`config.mk`:
```
export PLATFORM = sky130hd
export DESIGN_NAME = multibyte_delimiter_field_splitter_core
export DESIGN_NICKNAME = d
export VERILOG_FILES = /design/src/hw/rtl/mdfs_pkg.sv /design/src/hw/rtl/mdfs_front.sv /design/src/hw/rtl/mdfs_queue.sv /design/src/hw/rtl/mdfs_back.sv /design/src/hw/rtl/multibyte_delimiter_field_splitter_core.sv
export SDC_FILE = /design/constraint.sdc
export NUM_CORES = 1
export LEC_CHECK = 0
export ABC_AREA = 1
export CORE_MARGIN = 2
export CORE_UTILIZATION = 52
export DETAILED_ROUTE_END_ITERATION = 10
export DONT_BUFFER_PORTS = 1
export GPL_TIMING_DRIVEN = 0
export PLACE_DENSITY = 0.67
export SYNTH_ARGS = -nofsm -noshare
export SYNTH_HDL_FRONTEND = slang
export SYNTH_SLANG_ARGS = --single-unit
```
`constraint.sdc`:
```
create_clock -name clk -period 4.5 [get_ports clk]
set_input_delay 0.45 -clock clk [delete_from_list [all_inputs] [get_ports clk]]
set_output_delay 0.45 -clock clk [all_outputs]
set_load 0.05 [all_outputs]
```
`src/hw/rtl/mdfs_pkg.sv`:
```
// Shared constants, codes and types for the multibyte delimiter field splitter.
// No dependencies.
`timescale 1ns / 1ps

package mdfs_pkg;

  localparam int MAX_DELIMITER_BYTES = 8;
  localparam int OFFSET_WIDTH        = 16;
  localparam int COUNT_WIDTH         = 16;
  localparam int LEN_WIDTH           = 4;
  localparam int SEL_WIDTH           = (MAX_DELIMITER_BYTES > 1) ? $clog2(MAX_DELIMITER_BYTES) : 1;
  localparam int WINDOW_BYTES        = (MAX_DELIMITER_BYTES > 1) ? MAX_DELIMITER_BYTES - 1 : 1;
  localparam int SINCE_WIDTH         = 4;

  localparam logic [SINCE_WIDTH-1:0] SINCE_NONE = SINCE_WIDTH'(8);
  localparam logic [COUNT_WIDTH-1:0] COUNT_MAX  = '1;
  localparam logic [OFFSET_WIDTH-1:0] OFFSET_MAX = '1;

  localparam int ADDR_WIDTH = 5;
  localparam logic [1:0] REG_DELIM_BYTES  = 2'd0;
  localparam logic [1:0] REG_DELIM_LENGTH = 2'd1;
  localparam logic [1:0] REG_FIELD_INDEX  = 2'd2;

  localparam logic [1:0] ST_DELIM = 2'd0;
  localparam logic [1:0] ST_END   = 2'd1;
  localparam logic [1:0] ST_ERROR = 2'd2;

  typedef struct packed {
    logic [63:0]            delim_bytes;
    logic [LEN_WIDTH-1:0]   delim_length;
    logic [15:0]            field_index;
  } mdfs_cfg_t;

  typedef struct packed {
    logic [1:0]              status;
    logic [OFFSET_WIDTH-1:0] start;
    logic [OFFSET_WIDTH-1:0] stop;
    logic [COUNT_WIDTH-1:0]  count;
  } mdfs_entry_t;

endpackage

```
`src/hw/rtl/mdfs_front.sv`:
```
// Front end: takes bytes, runs the parallel delimiter window compare and tracks
// the chosen field; pushes one classified word per block. Uses mdfs_pkg.
`timescale 1ns / 1ps

module mdfs_front import mdfs_pkg::*; (
  input  logic        clk,
  input  logic        rst_n,
  input  mdfs_cfg_t   cfg,
  input  logic        in_valid,
  output logic        in_stall,
  input  logic [7:0]  in_data_byte,
  input  logic        in_block_end,
  input  logic        q_full,
  output logic        q_push,
  output mdfs_entry_t q_entry
);

  logic [8*WINDOW_BYTES-1:0] window_r, window_nxt;
  logic [OFFSET_WIDTH-1:0]   pos_r, pos_nxt;
  logic [COUNT_WIDTH-1:0]    count_r, count_nxt;
  logic [SINCE_WIDTH-1:0]    since_r, since_nxt;
  logic [OFFSET_WIDTH-1:0]   start_r, start_nxt;
  logic [OFFSET_WIDTH-1:0]   stop_r, stop_nxt;
  logic                      closed_r, closed_nxt;

  logic [7:0]                     hist [MAX_DELIMITER_BYTES];
  logic [MAX_DELIMITER_BYTES-1:0] len_hit;
  logic [SEL_WIDTH-1:0]           len_sel;
  logic                           len_ok;
  logic                           hit;
  logic                           accept;
  logic [OFFSET_WIDTH:0]          pos_p1;
  logic [OFFSET_WIDTH-1:0]        pos_p1_sat;
  logic [OFFSET_WIDTH:0]          stop_wide;

  assign in_stall = q_full;
  assign accept   = in_valid && !q_full;

  always_comb begin
    hist[0] = in_data_byte;
    for (int a = 1; a < MAX_DELIMITER_BYTES; a++) begin
      hist[a] = window_r[8*(a-1) +: 8];
    end
    for (int l = 1; l <= MAX_DELIMITER_BYTES; l++) begin
      len_hit[l-1] = 1'b1;
      for (int k = 0; k < l; k++) begin
        if (hist[l-1-k] != cfg.delim_bytes[8*k +: 8]) begin
          len_hit[l-1] = 1'b0;
        end
      end
    end
  end

  always_comb begin
    len_ok     = (cfg.delim_length >= LEN_WIDTH'(1)) &&
                 (cfg.delim_length <= LEN_WIDTH'(MAX_DELIMITER_BYTES));
    len_sel    = SEL_WIDTH'(cfg.delim_length - LEN_WIDTH'(1));
    pos_p1     = {1'b0, pos_r} + (OFFSET_WIDTH+1)'(1);
    pos_p1_sat = pos_p1[OFFSET_WIDTH] ? OFFSET_MAX : pos_p1[OFFSET_WIDTH-1:0];
    stop_wide  = pos_p1 - (OFFSET_WIDTH+1)'(cfg.delim_length);
    hit = len_ok && (pos_p1 >= (OFFSET_WIDTH+1)'(cfg.delim_length)) &&
          (({1'b0, since_r} + (SINCE_WIDTH+1)'(1)) >= (SINCE_WIDTH+1)'(cfg.delim_length)) &&
          len_hit[len_sel];

    count_nxt  = count_r;
    since_nxt  = since_r;
    start_nxt  = start_r;
    stop_nxt   = stop_r;
    closed_nxt = closed_r;
    if (hit) begin
      if (({1'b0, count_r} + (COUNT_WIDTH+1)'(1)) == (COUNT_WIDTH+1)'(cfg.field_index)) begin
        start_nxt = pos_p1_sat;
      end
      if ((count_r == COUNT_WIDTH'(cfg.field_index)) && !closed_r) begin
        stop_nxt   = stop_wide[OFFSET_WIDTH-1:0];
        closed_nxt = 1'b1;
      end
      if (count_r != COUNT_MAX) begin
        count_nxt = count_r + COUNT_WIDTH'(1);
      end
      since_nxt = '0;
    end else if (since_r < SINCE_NONE) begin
      since_nxt = since_r + SINCE_WIDTH'(1);
    end
    if (MAX_DELIMITER_BYTES > 1) begin
      window_nxt = (8*WINDOW_BYTES)'({window_r, in_data_byte});
    end else begin
      window_nxt = '0;
    end
    pos_nxt = (pos_r != OFFSET_MAX) ? pos_r + OFFSET_WIDTH'(1) : pos_r;
  end

  always_comb begin
    q_push        = accept && in_block_end;
    q_entry.start = start_nxt;
    q_entry.stop  = closed_nxt ? stop_nxt : pos_nxt;
    q_entry.count = len_ok ? count_nxt : '0;
    if (!len_ok || (count_nxt < COUNT_WIDTH'(cfg.field_index))) begin
      q_entry.status = ST_ERROR;
    end else if (closed_nxt) begin
      q_entry.status = ST_DELIM;
    end else begin
      q_entry.status = ST_END;
    end
  end

  always_ff @(posedge clk) begin
    if (!rst_n || (accept && in_block_end)) begin
      window_r <= '0;
      pos_r    <= '0;
      count_r  <= '0;
      since_r  <= SINCE_NONE;
      start_r  <= '0;
      stop_r   <= '0;
      closed_r <= 1'b0;
    end else if (accept) begin
      window_r <= window_nxt;
      pos_r    <= pos_nxt;
      count_r  <= count_nxt;
      since_r  <= since_nxt;
      start_r  <= start_nxt;
      stop_r   <= stop_nxt;
      closed_r <= closed_nxt;
    end
  end

  a_since_range: assert property (@(posedge clk) disable iff (!rst_n)
    since_r <= SINCE_NONE)
    else $error("match distance out of range");

  a_block_clears: assert property (@(posedge clk) disable iff (!rst_n)
    accept && in_block_end |=> pos_r == '0 && count_r == '0 && !closed_r)
    else $error("block state not cleared after last byte");

endmodule

```
`src/hw/rtl/mdfs_queue.sv`:
```
// Two-word queue between front and back ends.
// Uses mdfs_pkg for the entry type.
`timescale 1ns / 1ps

module mdfs_queue import mdfs_pkg::*; (
  input  logic        clk,
  input  logic        rst_n,
  input  logic        push,
  input  mdfs_entry_t push_entry,
  output logic        full,
  input  logic        pop,
  output logic        head_valid,
  output mdfs_entry_t head
);

  mdfs_entry_t mem [2];
  logic       wr_ptr_r, wr_ptr_nxt;
  logic       rd_ptr_r, rd_ptr_nxt;
  logic [1:0] cnt_r, cnt_nxt;
  logic       do_push, do_pop;

  assign full       = (cnt_r == 2'd2);
  assign head_valid = (cnt_r != 2'd0);
  assign head       = mem[rd_ptr_r];
  assign do_push    = push && !full;
  assign do_pop     = pop && head_valid;

  always_comb begin
    wr_ptr_nxt = do_push ? !wr_ptr_r : wr_ptr_r;
    rd_ptr_nxt = do_pop ? !rd_ptr_r : rd_ptr_r;
    cnt_nxt    = cnt_r + 2'(do_push) - 2'(do_pop);
  end

  always_ff @(posedge clk) begin
    if (do_push) begin
      mem[wr_ptr_r] <= push_entry;
    end
  end

  always_ff @(posedge clk) begin
    if (!rst_n) begin
      wr_ptr_r <= 1'b0;
      rd_ptr_r <= 1'b0;
      cnt_r    <= 2'd0;
    end else begin
      wr_ptr_r <= wr_ptr_nxt;
      rd_ptr_r <= rd_ptr_nxt;
      cnt_r    <= cnt_nxt;
    end
  end

  a_cnt_range: assert property (@(posedge clk) disable iff (!rst_n)
    cnt_r <= 2'd2)
    else $error("queue count out of range");

  a_no_overflow: assert property (@(posedge clk) disable iff (!rst_n)
    push |-> !full)
    else $error("push into full queue");

  a_ptr_count: assert property (@(posedge clk) disable iff (!rst_n)
    (cnt_r == 2'd1) |-> (wr_ptr_r != rd_ptr_r))
    else $error("queue pointers disagree with count");

endmodule

```
`src/hw/rtl/mdfs_back.sv`:
```
// Back end: turns a queued word into the final field report and holds it in
// the output register. Uses mdfs_pkg.
`timescale 1ns / 1ps

module mdfs_back import mdfs_pkg::*; (
  input  logic        clk,
  input  logic        rst_n,
  input  logic        q_valid,
  input  mdfs_entry_t q_head,
  output logic        q_pop,
  output logic        out_valid,
  input  logic        out_stall,
  output logic [1:0]  out_status,
  output logic [15:0] out_field_start,
  output logic [15:0] out_field_length,
  output logic [15:0] out_match_count
);

  logic                    valid_r;
  logic [1:0]              status_r, status_nxt;
  logic [15:0]             start_r, start_nxt;
  logic [15:0]             length_r, length_nxt;
  logic [15:0]             count_r, count_nxt;
  logic [OFFSET_WIDTH-1:0] span;
  logic                    load;

  assign load  = q_valid && (!valid_r || !out_stall);
  assign q_pop = load;

  always_comb begin
    span       = (q_head.stop >= q_head.start) ? q_head.stop - q_head.start : '0;
    status_nxt = q_head.status;
    count_nxt  = 16'(q_head.count);
    if (q_head.status == ST_ERROR) begin
      start_nxt  = '0;
      length_nxt = '0;
    end else begin
      start_nxt  = 16'(q_head.start);
      length_nxt = 16'(span);
    end
  end

  always_ff @(posedge clk) begin
    if (!rst_n) begin
      valid_r <= 1'b0;
    end else if (load) begin
      valid_r <= 1'b1;
    end else if (!out_stall) begin
      valid_r <= 1'b0;
    end
  end

  always_ff @(posedge clk) begin
    if (load) begin
      status_r <= status_nxt;
      start_r  <= start_nxt;
      length_r <= length_nxt;
      count_r  <= count_nxt;
    end
  end

  assign out_valid        = valid_r;
  assign out_status       = status_r;
  assign out_field_start  = start_r;
  assign out_field_length = length_r;
  assign out_match_count  = count_r;

  a_error_zero: assert property (@(posedge clk) disable iff (!rst_n)
    valid_r && (status_r == ST_ERROR) |-> (start_r == '0) && (length_r == '0))
    else $error("error word carries a field");

  a_no_overwrite: assert property (@(posedge clk) disable iff (!rst_n)
    valid_r && out_stall |-> !q_pop)
    else $error("stalled word overwritten");

endmodule

```
`src/hw/rtl/multibyte_delimiter_field_splitter_core.sv`:
```
// Multibyte delimiter field splitter. Takes one byte per cycle (in_valid/in_stall)
// unless the queue is full, so blocks stream back to back; each byte is checked by a
// parallel compare of the last eight bytes against the delimiter. One report word per
// block leaves on out_* after its last byte is taken, via the queue and the output
// register; a two-word queue between the byte front end and the report back end
// absorbs output stalls, and in_stall rises only when that queue is full.
// Registers over APB: delimiter bytes at 0x00, delimiter length at 0x08, field
// index at 0x10; change them only while no block is in flight.
`timescale 1ns / 1ps

module multibyte_delimiter_field_splitter_core import mdfs_pkg::*; (
  input  logic                  clk,
  input  logic                  rst_n,
  input  logic                  psel,
  input  logic                  penable,
  input  logic                  pwrite,
  input  logic [ADDR_WIDTH-1:0] paddr,
  input  logic [63:0]           pwdata,
  output logic [63:0]           prdata,
  output logic                  pready,
  input  logic                  in_valid,
  output logic                  in_stall,
  input  logic [7:0]            in_data_byte,
  input  logic                  in_block_end,
  output logic                  out_valid,
  input  logic                  out_stall,
  output logic [1:0]            out_status,
  output logic [15:0]           out_field_start,
  output logic [15:0]           out_field_length,
  output logic [15:0]           out_match_count
);

  logic [63:0]          delim_bytes_r;
  logic [LEN_WIDTH-1:0] delim_length_r;
  logic [15:0]          field_index_r;
  logic [1:0]           reg_sel;
  logic                 wr_en;
  mdfs_cfg_t            cfg;
  logic                 q_full, q_push, q_pop, q_valid;
  mdfs_entry_t          q_entry, q_head;

  assign pready  = 1'b1;
  assign reg_sel = paddr[4:3];
  assign wr_en   = psel && penable && pwrite;

  always_ff @(posedge clk) begin
    if (!rst_n) begin
      delim_bytes_r  <= '0;
      delim_length_r <= LEN_WIDTH'(1);
      field_index_r  <= '0;
    end else if (wr_en) begin
      unique case (reg_sel)
        REG_DELIM_BYTES:  delim_bytes_r  <= pwdata;
        REG_DELIM_LENGTH: delim_length_r <= pwdata[LEN_WIDTH-1:0];
        REG_FIELD_INDEX:  field_index_r  <= pwdata[15:0];
        default: ;
      endcase
    end
  end

  always_comb begin
    unique case (reg_sel)
      REG_DELIM_BYTES:  prdata = delim_bytes_r;
      REG_DELIM_LENGTH: prdata = 64'(delim_length_r);
      REG_FIELD_INDEX:  prdata = 64'(field_index_r);
      default:          prdata = '0;
    endcase
  end

  assign cfg.delim_bytes  = delim_bytes_r;
  assign cfg.delim_length = delim_length_r;
  assign cfg.field_index  = field_index_r;

  mdfs_front u_front (
    .clk          (clk),
    .rst_n        (rst_n),
    .cfg          (cfg),
    .in_valid     (in_valid),
    .in_stall     (in_stall),
    .in_data_byte (in_data_byte),
    .in_block_end (in_block_end),
    .q_full       (q_full),
    .q_push       (q_push),
    .q_entry      (q_entry)
  );

  mdfs_queue u_queue (
    .clk        (clk),
    .rst_n      (rst_n),
    .push       (q_push),
    .push_entry (q_entry),
    .full       (q_full),
    .pop        (q_pop),
    .head_valid (q_valid),
    .head       (q_head)
  );

  mdfs_back u_back (
    .clk              (clk),
    .rst_n            (rst_n),
    .q_valid          (q_valid),
    .q_head           (q_head),
    .q_pop            (q_pop),
    .out_valid        (out_valid),
    .out_stall        (out_stall),
    .out_status       (out_status),
    .out_field_start  (out_field_start),
    .out_field_length (out_field_length),
    .out_match_count  (out_match_count)
  );

endmodule

```
======== Word-level counts from Yosys, hierarchy flattened ========
Memories as Yosys holds them, arrays and structs flattened. A register that Yosys moved wholly into a read port is not among the register bits.
Index checks and enable logic that the tools add are counted.
operators by class
  bitwise logic cells ..................... 1
  reduce and logical (&&, ||, !) cells .... 31
  equality and inequality tests ........... 45
  $lt $le $gt $ge ......................... 8
  add/subtract/negate cells ............... 11
  mux-type cells .......................... 61
operators with widths
  cell                     number
  $ne A8 B8 Y1             36
  $pmux W64 S3             1
  $mux W16                 10
  $mux W1                  46
  $add A16 B1 Y17 const B  2
  $add A16 B1 Y16 const B  2
  $ne A16 B16 Y1 const B   2
  $eq A17 B16 Y1           1
  $ge A17 B4 Y1            1
  $eq A16 B16 Y1           1
  $ge A16 B16 Y1           1
  $lt A16 B16 Y1           1
  $sub A16 B16 Y16         1
  $sub A16 B4 Y16          1
  $logic_and A1 B1 Y1      12
  $logic_not A1 Y1         8
  $mux W4                  2
  $reduce_and A2 Y1        4
  $eq A2 B2 Y1 const B     3
  $add A4 B1 Y5 const B    1
  $ge A5 B4 Y1             1
  $add A4 B1 Y4 const B    1
  $ge A4 B1 Y1 const B     1
  $le A4 B4 Y1 const B     1
  14 further kinds         17
word-level totals
  bits in writable memories ............... 100
  input port bits ......................... 85
  memories kept ........................... 1
  register bits after elaboration ......... 264
  output and inout port bits .............. 117
memory list
  memory       depth  bits a word  read ports  clocked after memory_dff  wr ports  line              text
  u_queue.mem  2      50           1           1                         1         mdfs_queue.sv:16  mdfs_entry_t mem [2];

======== Longest topological paths before layout ========
Gate-level depths: netlist of the first run.
  word-level depth ........................ 16
  mapped depth ............................ 30

======== Modules after synthesis ========
Synthesis of the first run repeated with hierarchy kept, for this count alone.
unflattened totals
  cell total of the unflattened synthesis .. 3326
  area, all modules ....................... 23244.8 um^2
by module, submodules not included
  module                                   instances  cells an instance  area an instance (um^2)  seq. area each (um^2)
  mdfs_front                               1          2143               12087.8                  2502.4
  multibyte_delimiter_field_splitter_core  1          665                4127.7                   1681.6
  mdfs_queue                               1          193                4108.9                   3103.0
  mdfs_back                                1          325                2920.3                   1521.5

======== Worst setup path after synthesis of the first run ========
Ideal clock, no wire load.
  path kind ............................... reg2reg
  start point ............................. register u_front.pos_r[0]
  end point ............................... memory u_queue.mem[0][48] (netlist bit) (data pin)
  setup time .............................. 257 ps
  slack ................................... 615 ps
  arrival ................................. 3627 ps
  period minus slack after synthesis ...... 3885 ps
  cell stages (with the launch flop) ...... 26
  data required time ...................... 4243 ps
  path through ............................ dfxtp_1 -> ha_1 -> xor2_1 -> ha_1 -> a21oi_1 -> nand2_1 -> nand2_1 -> nand4_2 -> nor2_4 -> nand3_1 -> nor2_1 -> nor2_2 -> nand2_4 -> buf_12 -> nor2_8 -> nand4_1 -> xor2_1 -> inv_1 -> ha_1 -> a21oi_1 -> nor2_1 -> a211oi_1 -> o221a_2 -> nand2_1 -> nand2_2 -> nor2_2
RTL lines
  what                      line               text
  start: declaration        mdfs_front.sv:19   logic [OFFSET_WIDTH-1:0] pos_r, pos_nxt;
  start signal: assignment  mdfs_front.sv:118  pos_r <= pos_nxt;
  end: declaration          mdfs_queue.sv:16

==> summary.md, run 1 <==
| Metric | Value |
|---|---|
| Max-Cap Viols | `0` |
| Largest net degree at the start of global routing | `35` |
| Synth Instances | `2879` |
| Most frequent cell after synthesis | `nand2_1` |
| Leakage | `9.52 nW` |
| I/O Pins | `202` |
| Clock skew | `16.8 ps` |
| Commonest register cell after synthesis | `dfxtp_1` |
| Final WL | `88100 µm` |
| Layout net count | `3071` |
| Initial Util | `52.9%` |
| Worst hold path type | `in -> reg` |
| Layout area overhead | `11.8%` |
| Initial DRC count | `2332` |
| CP Launch Point | `delim_bytes_r[21]` |
| Post-route DRC | `0` |
| Met2 global-route usage | `68.6%` |
| Die area | `42400 µm²` |
| CP max stage delay | `570 ps` |
| Largest cells by area after synthesis | `edfxtp_1 (21%), dfxtp_1 (20%), nand2_1 (13%)` |
| Antenna viol nets, final | `0` |
| Share of cells above drive strength 1 | `10.4%` |
| Avg WL per Cell | `25.2 µm` |
| Commonest cells in the netlist | `nand2_1 (728), inv_1 (300), nor2_1 (299)` |
| Ant. Diodes | `0` |
| Area of the mapped netlist | `21200 µm²` |
| Max_slew headroom | `4.85%` |
| WS Path Type | `reg -> reg` |
| Reg2reg path depth | `25` |
| Rows | `73` |
| Worst path slowest cell | `dfxtp_1` |
| Req. time, crit path | `4820 ps` |
| Netlist cell types | `59` |
| IO buf count | `0` |
| Hold wc startpoint | `pwdata[0]` |
| #FFs+latches synth | `365` |
| Post-synthesis sequential area ratio | `41.6%` |
| Vias | `21100` |
| Worst slew pin tran | `1450 ps` |
| CP max FO | `10` |
| Status | `finished clean` |
| Gpl congestion | `1.10` |
| DP Area | `21900 µm²` |
| Initial antenna violation count | `0` |
| Crit end category | `register` |
| Maximum VDD drop | `0.297 mV` |
| TritonCTS buffer count | `39` |
| Mean Syn Cell Area | `7.36 µm²` |
| WP data arrival | `4740 ps` |
| CTS sink cnt | `365` |
| Min cycle time layout | `4420 ps` |
| Critical path's top delay family | `simple AND/OR/NAND/NOR gates` |
| Async set-or-reset flop fraction in the synthesized netlist | `0%` |
| Clock root cell | `clkbuf_16` |
| PD cells | `503 nW/µm²` |
| Fin util | `59.2%` |
| Post-route cell area | `23700 µm²` |
| Met3 usage | `7.14%` |
| Vias in the first global route | `20300` |
| Total track usage | `41.1%` |
| Hold-fix buffers, CTS | `0` |
| Non-filler instance count after layout | `3491` |
| Clock buffer depth | `3` |
| Setup slack, reg-to-reg | `80 ps` |
| Clk pin slew, worst setup/hold paths | `60 ps` |
| Skew-Pair Late Insertion Delay | `570 ps` |
| Final total power | `0.0119 W` |
| CTS tree | `built` |
| Highest Clock Rate | `0.226 GHz` |
| Hold Path Sink | `delim_length_r[0]` |
| FF-to-FF End | `u_queue.mem[1][48]` |
| Die Ht | `206 µm` |
| Worst setup SP type | `register` |
| Post-synth EDFFs | `150` |
| DR vias/cell | `6.05` |
| Synth area leader | `edfxtp_1` |
| H-tree level count | `2` |
| Hold Path Stages | `2` |
| Inst Count DP | `3407` |
| Most common cell on crit path | `nand2_1` |
| M1 GR Usage | `47.1%` |
| Die width | `206 µm` |
| Tcrit/Tclk final | `98.3%` |
| CP bufs+invs | `4` |
| Core Box Area | `40000 µm²` |
| Final hold vios | `0` |
| First-pass GRT wire length | `127000 µm` |
| Gr busiest metal | `met2` |
| Final setup vio count | `0` |
| Ys Warns | `0` |
| Reg-to-reg startpoint | `delim_bytes_r[21]` |
| Syn Nets | `3013` |
| Post-synth top area share | `21.3%` |
| Total gr overflow | `0` |
| Max Slew Vio Count | `0` |
| HPWL after DPL | `66900 µm` |
| First-pass detailed-route iteration total | `6` |
| Setup TNS | `0 ps` |
## flip-flops by register name (all words and copies together), names as in the netlist, named ones only
name and cells:
u_back.out_match_count 16, u_queue.cnt_r 2, u_front.closed_r 1, field_index_r 16
u_back.out_field_length 16, u_front.since_r 4, u_front.count_r 16, delim_bytes_r 64
u_front.start_r 16, u_queue.wr_ptr_r 1, delim_length_r 4, u_front.stop_r 16
u_back.out_field_start 16, u_back.out_valid 1, u_front.window_r 56, u_queue.rd_ptr_r 1
u_queue.mem 100, u_back.out_status 2, u_front.pos_r 16
## worst max path at each step
| stage | slack [ps] | to | cells past startpoint |
|---|---|---|---|
| after floorplan | 620 | u_queue.mem[0][48] | 25 |
| after global placement | -510 | u_queue.mem[0][48] | 26 |
| after detailed placement | -490 | u_queue.mem[1][48] | 28 |
| after CTS | 10 | u_queue.mem[1][48] | 27 |
| after global routing | -50 | u_queue.mem[1][48] | 28 |
| final | 80 | u_queue.mem[1][48] | 25 |
## cell families after synthesis
family                     share of synthesized area (%)
buffers and inverters                               8.81
muxes                                               2.84
other                                             0.0177
AOI/OAI and AO/OA                                   15.0
xor gates and xnor gates                            5.17
and+or+nand+nor                                     23.7
DFF                                                 41.6
adders and majority gates                           2.97
## where the power goes
group / switching, W / internal (W)
clock network: 0.00139 / 0.00182
registers: 0.00110 / 0.00413
logic: 0.00230 / 0.00116
total: 0.00478 / 0.00712
## per-stage QoR
step / hold slack [ps] / worst slack [ps]
2_1_floorplan: 426 / 615
3_3_place_gp: 435 / -507
3_5_place_dp: 448 / -489
4_1_cts: 5.70 / 11.3
5_1_grt: 23.2 / -51.4
6_report: 15.2 / 76.2
## layout by cell type (no fill, tap or decap), types with 71 or more instances in the layout
cell	Yosys	routed
edfxtp_1	150	150
nand2_1	728	724
xor2_1	78	71
o21ai_1	89	88
inv_1	300	285
clkbuf_1	100	82
o21ai_0	205	205
nor2_1	299	291
dfxtp_1	215	190
a21oi_1	232	230
## metal layers
metal / part of all wire [%] / routed length (µm)
met5: 0 / 0
met4: 9.0 / 7930
met3: 8.8 / 7730
met2: 46 / 40700
met1: 36 / 31700
## area by class of cell
cell class              count  area [µm²]
repair inverters            1        5.00
clock inverters            11         110
well taps                 525         657
multi-input cells        2038       10700
clock buffers              59        1140
fillers                  3728       16300
inverters                 320        1290
plain buffers             137         662
repair buffers             35         300
flip-flops and latches    365        8850
## what timing repair did
item                                    in CTS  in global routing
resized for setup                           40                 86
endpoints found under the setup margin      20                 15
cloned                                       0                  1
pin swaps                                    0                  6
setup buffers                                7                 25
Note: power is estimated with default switching activity, not from simulation.
==> inputs of run 2 (changes only) <==
--- a/config.mk
+++ b/config.mk
@@ -6,12 +6,14 @@
 export NUM_CORES = 1
 export LEC_CHECK = 0
 export ABC_AREA = 1
+export CELL_PAD_IN_SITES_DETAIL_PLACEMENT = 0
+export CELL_PAD_IN_SITES_GLOBAL_PLACEMENT = 1
 export CORE_MARGIN = 2
-export CORE_UTILIZATION = 52
+export CORE_UTILIZATION = 47
 export DETAILED_ROUTE_END_ITERATION = 10
 export DONT_BUFFER_PORTS = 1
 export GPL_TIMING_DRIVEN = 0
-export PLACE_DENSITY = 0.67
+export PLACE_DENSITY_LB_ADDON = 0.1
 export SYNTH_ARGS = -nofsm -noshare
 export SYNTH_HDL_FRONTEND = slang
 export SYNTH_SLANG_ARGS = --single-unit
==> summary.md, run 2 (same netlist as run 1, synthesis figures left out) <==
| Metric | Value |
|---|---|
| Status | `finished clean (unchanged)` |
| Ant. Diodes | `0 (unchanged)` |
| PD cells | `497 nW/µm² (was 503 nW/µm²)` |
| Worst path slowest cell | `dfxtp_2 (was dfxtp_1)` |
| H-tree level count | `2 (unchanged)` |
| Req. time, crit path | `4800 ps (was 4820 ps)` |
| FF-to-FF End | `u_queue.mem[1][48] (unchanged)` |
| Setup TNS | `0 ps (unchanged)` |
| Core Box Area | `44300 µm² (was 40000 µm²)` |
| Crit end category | `register (unchanged)` |
| Hold Path Sink | `delim_length_r[0] (unchanged)` |
| Hold Path Stages | `2 (unchanged)` |
| Worst setup SP type | `register (unchanged)` |
| IO buf count | `0 (unchanged)` |
| First-pass GRT wire length | `129000 µm (was 127000 µm)` |
| Die Ht | `216 µm (was 206 µm)` |
| DP Area | `22000 µm² (was 21900 µm²)` |
| DR vias/cell | `5.81 (was 6.05)` |
| Leakage | `9.59 nW (was 9.52 nW)` |
| Gpl congestion | `1.06 (was 1.10)` |
| Skew-Pair Late Insertion Delay | `560 ps (was 570 ps)` |
| Layout net count | `3082 (was 3071)` |
| Initial antenna violation count | `1 (was 0)` |
| Highest Clock Rate | `0.230 GHz (was 0.226 GHz)` |
| Total gr overflow | `0 (unchanged)` |
| Vias | `20700 (was 21100)` |
| CTS sink cnt | `365 (unchanged)` |
| Post-route DRC | `0 (unchanged)` |
| Largest net degree at the start of global routing | `37 (was 35)` |
| WS Path Type | `reg -> reg (unchanged)` |
| Reg2reg path depth | `26 (was 25)` |
| Top reg by flops | `u_queue.mem (unchanged)` |
| Worst hold margin | `27.3 ps (was 15.2 ps)` |
| Vias in the first global route | `19800 (was 20300)` |
| Hold wc startpoint | `pwdata[0] (unchanged)` |
| Final WL | `90000 µm (was 88100 µm)` |
| WP data arrival | `4640 ps (was 4740 ps)` |
| TritonCTS buffer count | `39 (unchanged)` |
| Most common cell after layout, fill and taps aside | `nand2_1 (unchanged)` |
| CP max stage delay | `460 ps (was 570 ps)` |
| Clk pin slew, worst setup/hold paths | `60 ps (about the same)` |
| Worst hold path type | `in -> reg (unchanged)` |
| Max Slew Vio Count | `0 (unchanged)` |
| Reg-to-reg startpoint | `delim_bytes_r[41] (was delim_bytes_r[21])` |
| Layout area overhead | `13.3% (was 11.8%)` |
| Total track usage | `37.6% (was 41.1%)` |
| HPWL after DPL | `69000 µm (was 66900 µm)` |
| Clock root cell | `clkbuf_16 (unchanged)` |
| Clock skew | `24.9 ps (was 16.8 ps)` |
| I/O Pins | `202 (unchanged)` |
| CP max FO | `11 (was 10)` |
| Post-route cell area | `24000 µm² (was 23700 µm²)` |
| First-pass detailed-route iteration total | `6 (unchanged)` |
| Hold-fix buffers, CTS | `0 (unchanged)` |
| Final total power | `0.0119 W (about the same)` |
| Tcrit/Tclk final | `96.6% (was 98.3%)` |
| Most frequent cells in the layout | `nand2_1 (722), nor2_1 (291), inv_1 (277), a21oi_1 (230), o21ai_0 (204) (was nand2_1 (724), nor2_1 (291), inv_1 (285), a21oi_1 (230), o21ai_0 (205))` |
| Most common cell on crit path | `nand2_1 (unchanged)` |
| Worst slew pin tran | `1340 ps (was 1450 ps)` |
| Die width | `216 µm (was 206 µm)` |
| Rows | `77 (was 73)` |
| Largest register FFs | `100 (unchanged)` |
| Maximum VDD drop | `0.445 mV (was 0.297 mV)` |
| Die area | `46800 µm² (was 42400 µm²)` |
| Initial Util | `47.8% (was 52.9%)` |
| Biggest regs | `u_queue.mem (100), delim_bytes_r (64), u_front.window_r (56) (unchanged)` |
| Max_slew headroom | `12.1% (was 4.85%)` |
| Final hold vios | `0 (unchanged)` |
| Final setup vio count | `0 (unchanged)` |
| Share of cells above drive strength 1 | `11.6% (was 10.4%)` |
| Antenna viol nets, final | `0 (unchanged)` |
| Clock buffer depth | `3 (unchanged)` |
| Avg WL per Cell | `25.3 µm (was 25.2 µm)` |
| Setup slack, reg-to-reg | `150 ps (was 80 ps)` |
| Min cycle time layout | `4350 ps (was 4420 ps)` |
| Max-Cap Viols | `0 (unchanged)` |
| Initial DRC count | `1772 (was 2332)` |
| CTS tree | `built (unchanged)` |
-- run 2: changes by cell type in the layout (fill, tap and decap cells not counted), sizes merged --
| cell | delta |
|---|---|
| clkbuf | -13 |
| buf | +12 |
| clkinvlp | +6 |
| inv | -5 |
| bufinv | +4 |
| clkinv | +2 |
| nor2 | +1 |
-- run 2: how the worst max path moves through the flow --
stage	start	to	slack [ps]	cells after the start
3_3_place_gp	delim_bytes_r[8]	u_queue.mem[0][48]	-1140	22
5_1_grt	u_front.pos_r[0]	u_queue.mem[1][48]	-30	25
3_5_place_dp	delim_bytes_r[8]	u_queue.mem[0][48]	-1110	23
4_1_cts	u_front.pos_r[0]	u_queue.mem[0][48]	2	26
6_report	delim_bytes_r[41]	u_queue.mem[1][48]	150	26
2_1_floorplan	u_front.pos_r[0]	u_queue.mem[0][48]	620	25
-- run 2: worst max-delay path: cells and delay by family, from the launching register on --
kind,cells,cell delay (ps)
adder cells (fa/ha/maj),1,290
flip-flops,1,460
AO/OA/AOI/OAI,4,650
buffers and inverters,3,460
AND/OR/NAND/NOR,17,1960
XOR/XNOR,1,250
-- run 2: timing repair --
item,CTS,global route
resized for setup,60,113
pin swaps,0,8
buffers inserted,13,32
cloned,0,1
endpoints found under the setup margin,24,14
-- run 2: layout make-up --
type | count | area, µm²
clock inverters | 19 | 231
multi-input cells | 2039 | 10700
repair buffers | 48 | 410
fillers | 4267 | 20300
inverters | 320 | 1330
flip-flops and latches | 365 | 8880
well taps | 592 | 741
clock buffers | 47 | 1040
plain buffers | 135 | 659
-- run 2: routing by layer --
layer,vias up,part of all wire [%],global-route usage [%]
li1,9543,-,-
met1,9800,37,42.4
met2,1019,49,65.7
met3,343,6.2,5.19
met4,2,8.1,26.3
met5,-,0.017,0
-- run 2: stage by stage --
stage	util, %	worst slack, ps	instances
global route	54.1	-33.7	3565
detailed placement	49.6	-1110	3474
finish	54.1	154	3565
floorplan	-	615	2879
global placement	49.5	-1140	3471
CTS	52.9	1.74	3536
-- run 2: power breakdown --
| group | total [W] | leakage [nW] | switching [W] | internal, W |
|---|---|---|---|---|
| combinational | 0.00346 | 5.79 | 0.00229 | 0.00117 |
| clock | 0.00325 | 0.615 | 0.00132 | 0.00193 |
| sequential | 0.00523 | 3.19 | 0.00109 | 0.00413 |
| total | 0.0119 | 9.59 | 0.00470 | 0.00723 |
==> inputs of run 3 (changes only) <==
--- a/config.mk
+++ b/config.mk
@@ -13,7 +13,7 @@
 export DETAILED_ROUTE_END_ITERATION = 10
 export DONT_BUFFER_PORTS = 1
 export GPL_TIMING_DRIVEN = 0
-export PLACE_DENSITY_LB_ADDON = 0.1
+export PLACE_DENSITY = 0.81
 export SYNTH_ARGS = -nofsm -noshare
 export SYNTH_HDL_FRONTEND = slang
 export SYNTH_SLANG_ARGS = --single-unit
==> summary.md, run 3 (same netlist as run 1, synthesis figures left out) <==
| Metric | Value |
|---|---|
| Hold wc startpoint | `pwdata[0] (unchanged)` |
| Biggest regs | `u_queue.mem (100), delim_bytes_r (64), u_front.window_r (56) (unchanged)` |
| Clk pin slew, worst setup/hold paths | `60 ps (about the same)` |
| Top reg by flops | `u_queue.mem (unchanged)` |
| Final WL | `91300 µm (was 90000 µm)` |
| Clock skew | `44.5 ps (was 24.9 ps)` |
| HPWL after DPL | `69900 µm (was 69000 µm)` |
| FF-to-FF End | `u_queue.mem[1][48] (unchanged)` |
| Worst slew pin tran | `1500 ps (was 1340 ps)` |
| Total track usage | `38.1% (was 37.6%)` |
| Worst path slowest cell | `dfxtp_1 (was dfxtp_2)` |
| Most common cell after layout, fill and taps aside | `nand2_1 (unchanged)` |
| Vias in the first global route | `19900 (was 19800)` |
| Die Ht | `216 µm (unchanged)` |
| Total gr overflow | `0 (unchanged)` |
| Tcrit/Tclk final | `98.4% (was 96.6%)` |
| Core Box Area | `44300 µm² (unchanged)` |
| Highest Clock Rate | `0.226 GHz (was 0.230 GHz)` |
| Leakage | `9.62 nW (was 9.59 nW)` |
| CTS tree | `built (unchanged)` |
| Reg-to-reg startpoint | `delim_bytes_r[27] (was delim_bytes_r[41])` |
| Violated checks | `max-capacitance violations` |
| Initial DRC count | `2102 (was 1772)` |
| CTS sink cnt | `365 (unchanged)` |
| Worst setup SP type | `register (unchanged)` |
| Crit. path cell count | `24 (was 26)` |
| Clock root cell | `clkbuf_16 (unchanged)` |
| Filler cells | `4155 (was 4267)` |
| Rows | `77 (unchanged)` |
| Initial Util | `47.8% (unchanged)` |
| WP data arrival | `4750 ps (was 4640 ps)` |
| H-tree level count | `2 (unchanged)` |
| Reg2reg path depth | `24 (was 26)` |
| Antenna viol nets, final | `0 (unchanged)` |
| Crit end category | `register (unchanged)` |
| DR vias/cell | `5.83 (was 5.81)` |
| Layout area overhead | `13.4% (was 13.3%)` |
| First-pass detailed-route iteration total | `8 (was 6)` |
| Worst hold path type | `in -> reg (unchanged)` |
| Largest net degree at the start of global routing | `35 (was 37)` |
| Share of cells above drive strength 1 | `11.1% (was 11.6%)` |
| CP Launch Point | `delim_bytes_r[27] (was delim_bytes_r[41])` |
| Largest register FFs | `100 (unchanged)` |
| Vias | `20800 (was 20700)` |
| Clock buffer depth | `3 (unchanged)` |
| CP bufs+invs | `3 (unchanged)` |
| Post-route DRC | `0 (unchanged)` |
| Most frequent cells in the layout | `nand2_1 (725), nor2_1 (290), inv_1 (279), a21oi_1 (230), o21ai_0 (205) (was nand2_1 (722), nor2_1 (291), inv_1 (277), a21oi_1 (230), o21ai_0 (204))` |
| Avg WL per Cell | `25.6 µm (was 25.3 µm)` |
| First-pass GRT wire length | `130000 µm (was 129000 µm)` |
| Post-Place Worst Slack | `-831 ps (was -1110 ps)` |
| Initial antenna violation count | `3 (was 1)` |
| Req. time, crit path | `4820 ps (was 4800 ps)` |
| Final WS setup | `70.0 ps (was 154 ps)` |
| IO buf count | `0 (unchanged)` |
| I/O Pins | `202 (unchanged)` |
| TritonCTS buffer count | `39 (unchanged)` |
| Critical path's top delay family | `simple AND/OR/NAND/NOR gates (unchanged)` |
| Max-Cap Viols | `1 (was 0)` |
| Setup TNS | `0 ps (unchanged)` |
| Setup slack, reg-to-reg | `70 ps (was 150 ps)` |
| Die width | `216 µm (unchanged)` |
| Max Slew Vio Count | `0 (unchanged)` |
| CP max FO | `10 (was 11)` |
| Crit path cell chain | `inv_1, nand2_1, nand4_1, nor2_1, nand3_1, nor2_1, nand2_1, nand3_1, nand3_1, nand2_2, nand2_4, buf_12, nor2_8, nand4_1, xor2_2, inv_2, ha_4, a21oi_2, nor2_1, a211oi_2, o221a_2, nand2_2, nand2_4, nor2_2` |
| CP max stage delay | `600 ps (was 460 ps)` |
| Layout net count | `3077 (was 3082)` |
| WS Path Type | `reg -> reg (unchanged)` |
| Worst Setup EP | `u_queue.mem[1][48] (unchanged)` |
| Final setup vio count | `0 (unchanged)` |
| PD cells | `505 nW/µm² (was 497 nW/µm²)` |
| Gpl congestion | `1.04 (was 1.06)` |
| Maximum VDD drop | `0.536 mV (was 0.445 mV)` |
| Status | `finished, violations left (was finished clean)` |
| Final hold vios | `0 (unchanged)` |
| Die area | `46800 µm² (unchanged)` |
| Min cycle time layout | `4430 ps (was 4350 ps)` |
| Skew-Pair Late Insertion Delay | `600 ps (was 560 ps)` |
| Max_slew headroom | `1.68% (was 12.1%)` |
-- run 3: layout make-up --
type	instances	area (µm²)	share of cell area, %
Buffer	134	646	2.69
Clock inverter	18	258	1.07
Clock buffer	53	1100	4.57
Multi-Input combinational cell	2038	10700	44.4
Sequential cell	365	8870	36.9
Inverter	320	1300	5.43
Timing Repair Buffer	45	428	1.78
Tap cell	592	741	3.08
Antenna cell	3	7.51	0.0312
-- run 3: through the flow --
step	utilization, %	instance area [µm²]	total power (W)	std cells	hold slack (ps)
5_1_grt	54.2	24000	0.0126	3565	63.5
6_report	54.2	24000	0.0121	3568	27.9
2_1_floorplan	-	21200	0.00754	2879	426
3_5_place_dp	49.6	22000	0.00853	3474	449
4_1_cts	53.3	23600	0.0120	3544	0.962
3_3_place_gp	49.5	21900	0.00840	3471	434
-- run 3: repair_timing --
action | 4_1_cts | 5_1_grt
hold buffers | 1 | 0
pin swaps | 4 | 15
buffers inserted | 18 | 23
setup endpoints to repair | 20 | 14
gates resized for setup | 84 | 55
endpoints found under the hold margin | 1 | 0
-- run 3: layer usage --
layer	GRT usage (%)	up-vias	part of all wire, %
met5	0.104	-	0
met4	28.7	0	8.7
met3	6.30	349	7.1
met2	64.7	1069	47
met1	42.9	9849	37
li1	-	9551	-
-- run 3: worst min path at each step --
| stage | endpoint | depth (start not counted) | slack (ps) |
|---|---|---|---|
| 6_report | field_index_r[0] | 2 | 30 |
| 3_5_place_dp | u_queue.rd_ptr_r | 1 | 450 |
| 5_1_grt | field_index_r[0] | 2 | 60 |
| 2_1_floorplan | register | 1 | 430 |
| 4_1_cts | field_index_r[0] | 2 | 1 |
| 3_3_place_gp | register | 1 | 430 |
-- run 3: power by group --
group	leakage (nW)	switching, W	internal (W)
clock network	0.663	0.00141	0.00202
registers	3.19	0.00109	0.00413
logic	5.77	0.00229	0.00118
total	9.62	0.00480	0.00734
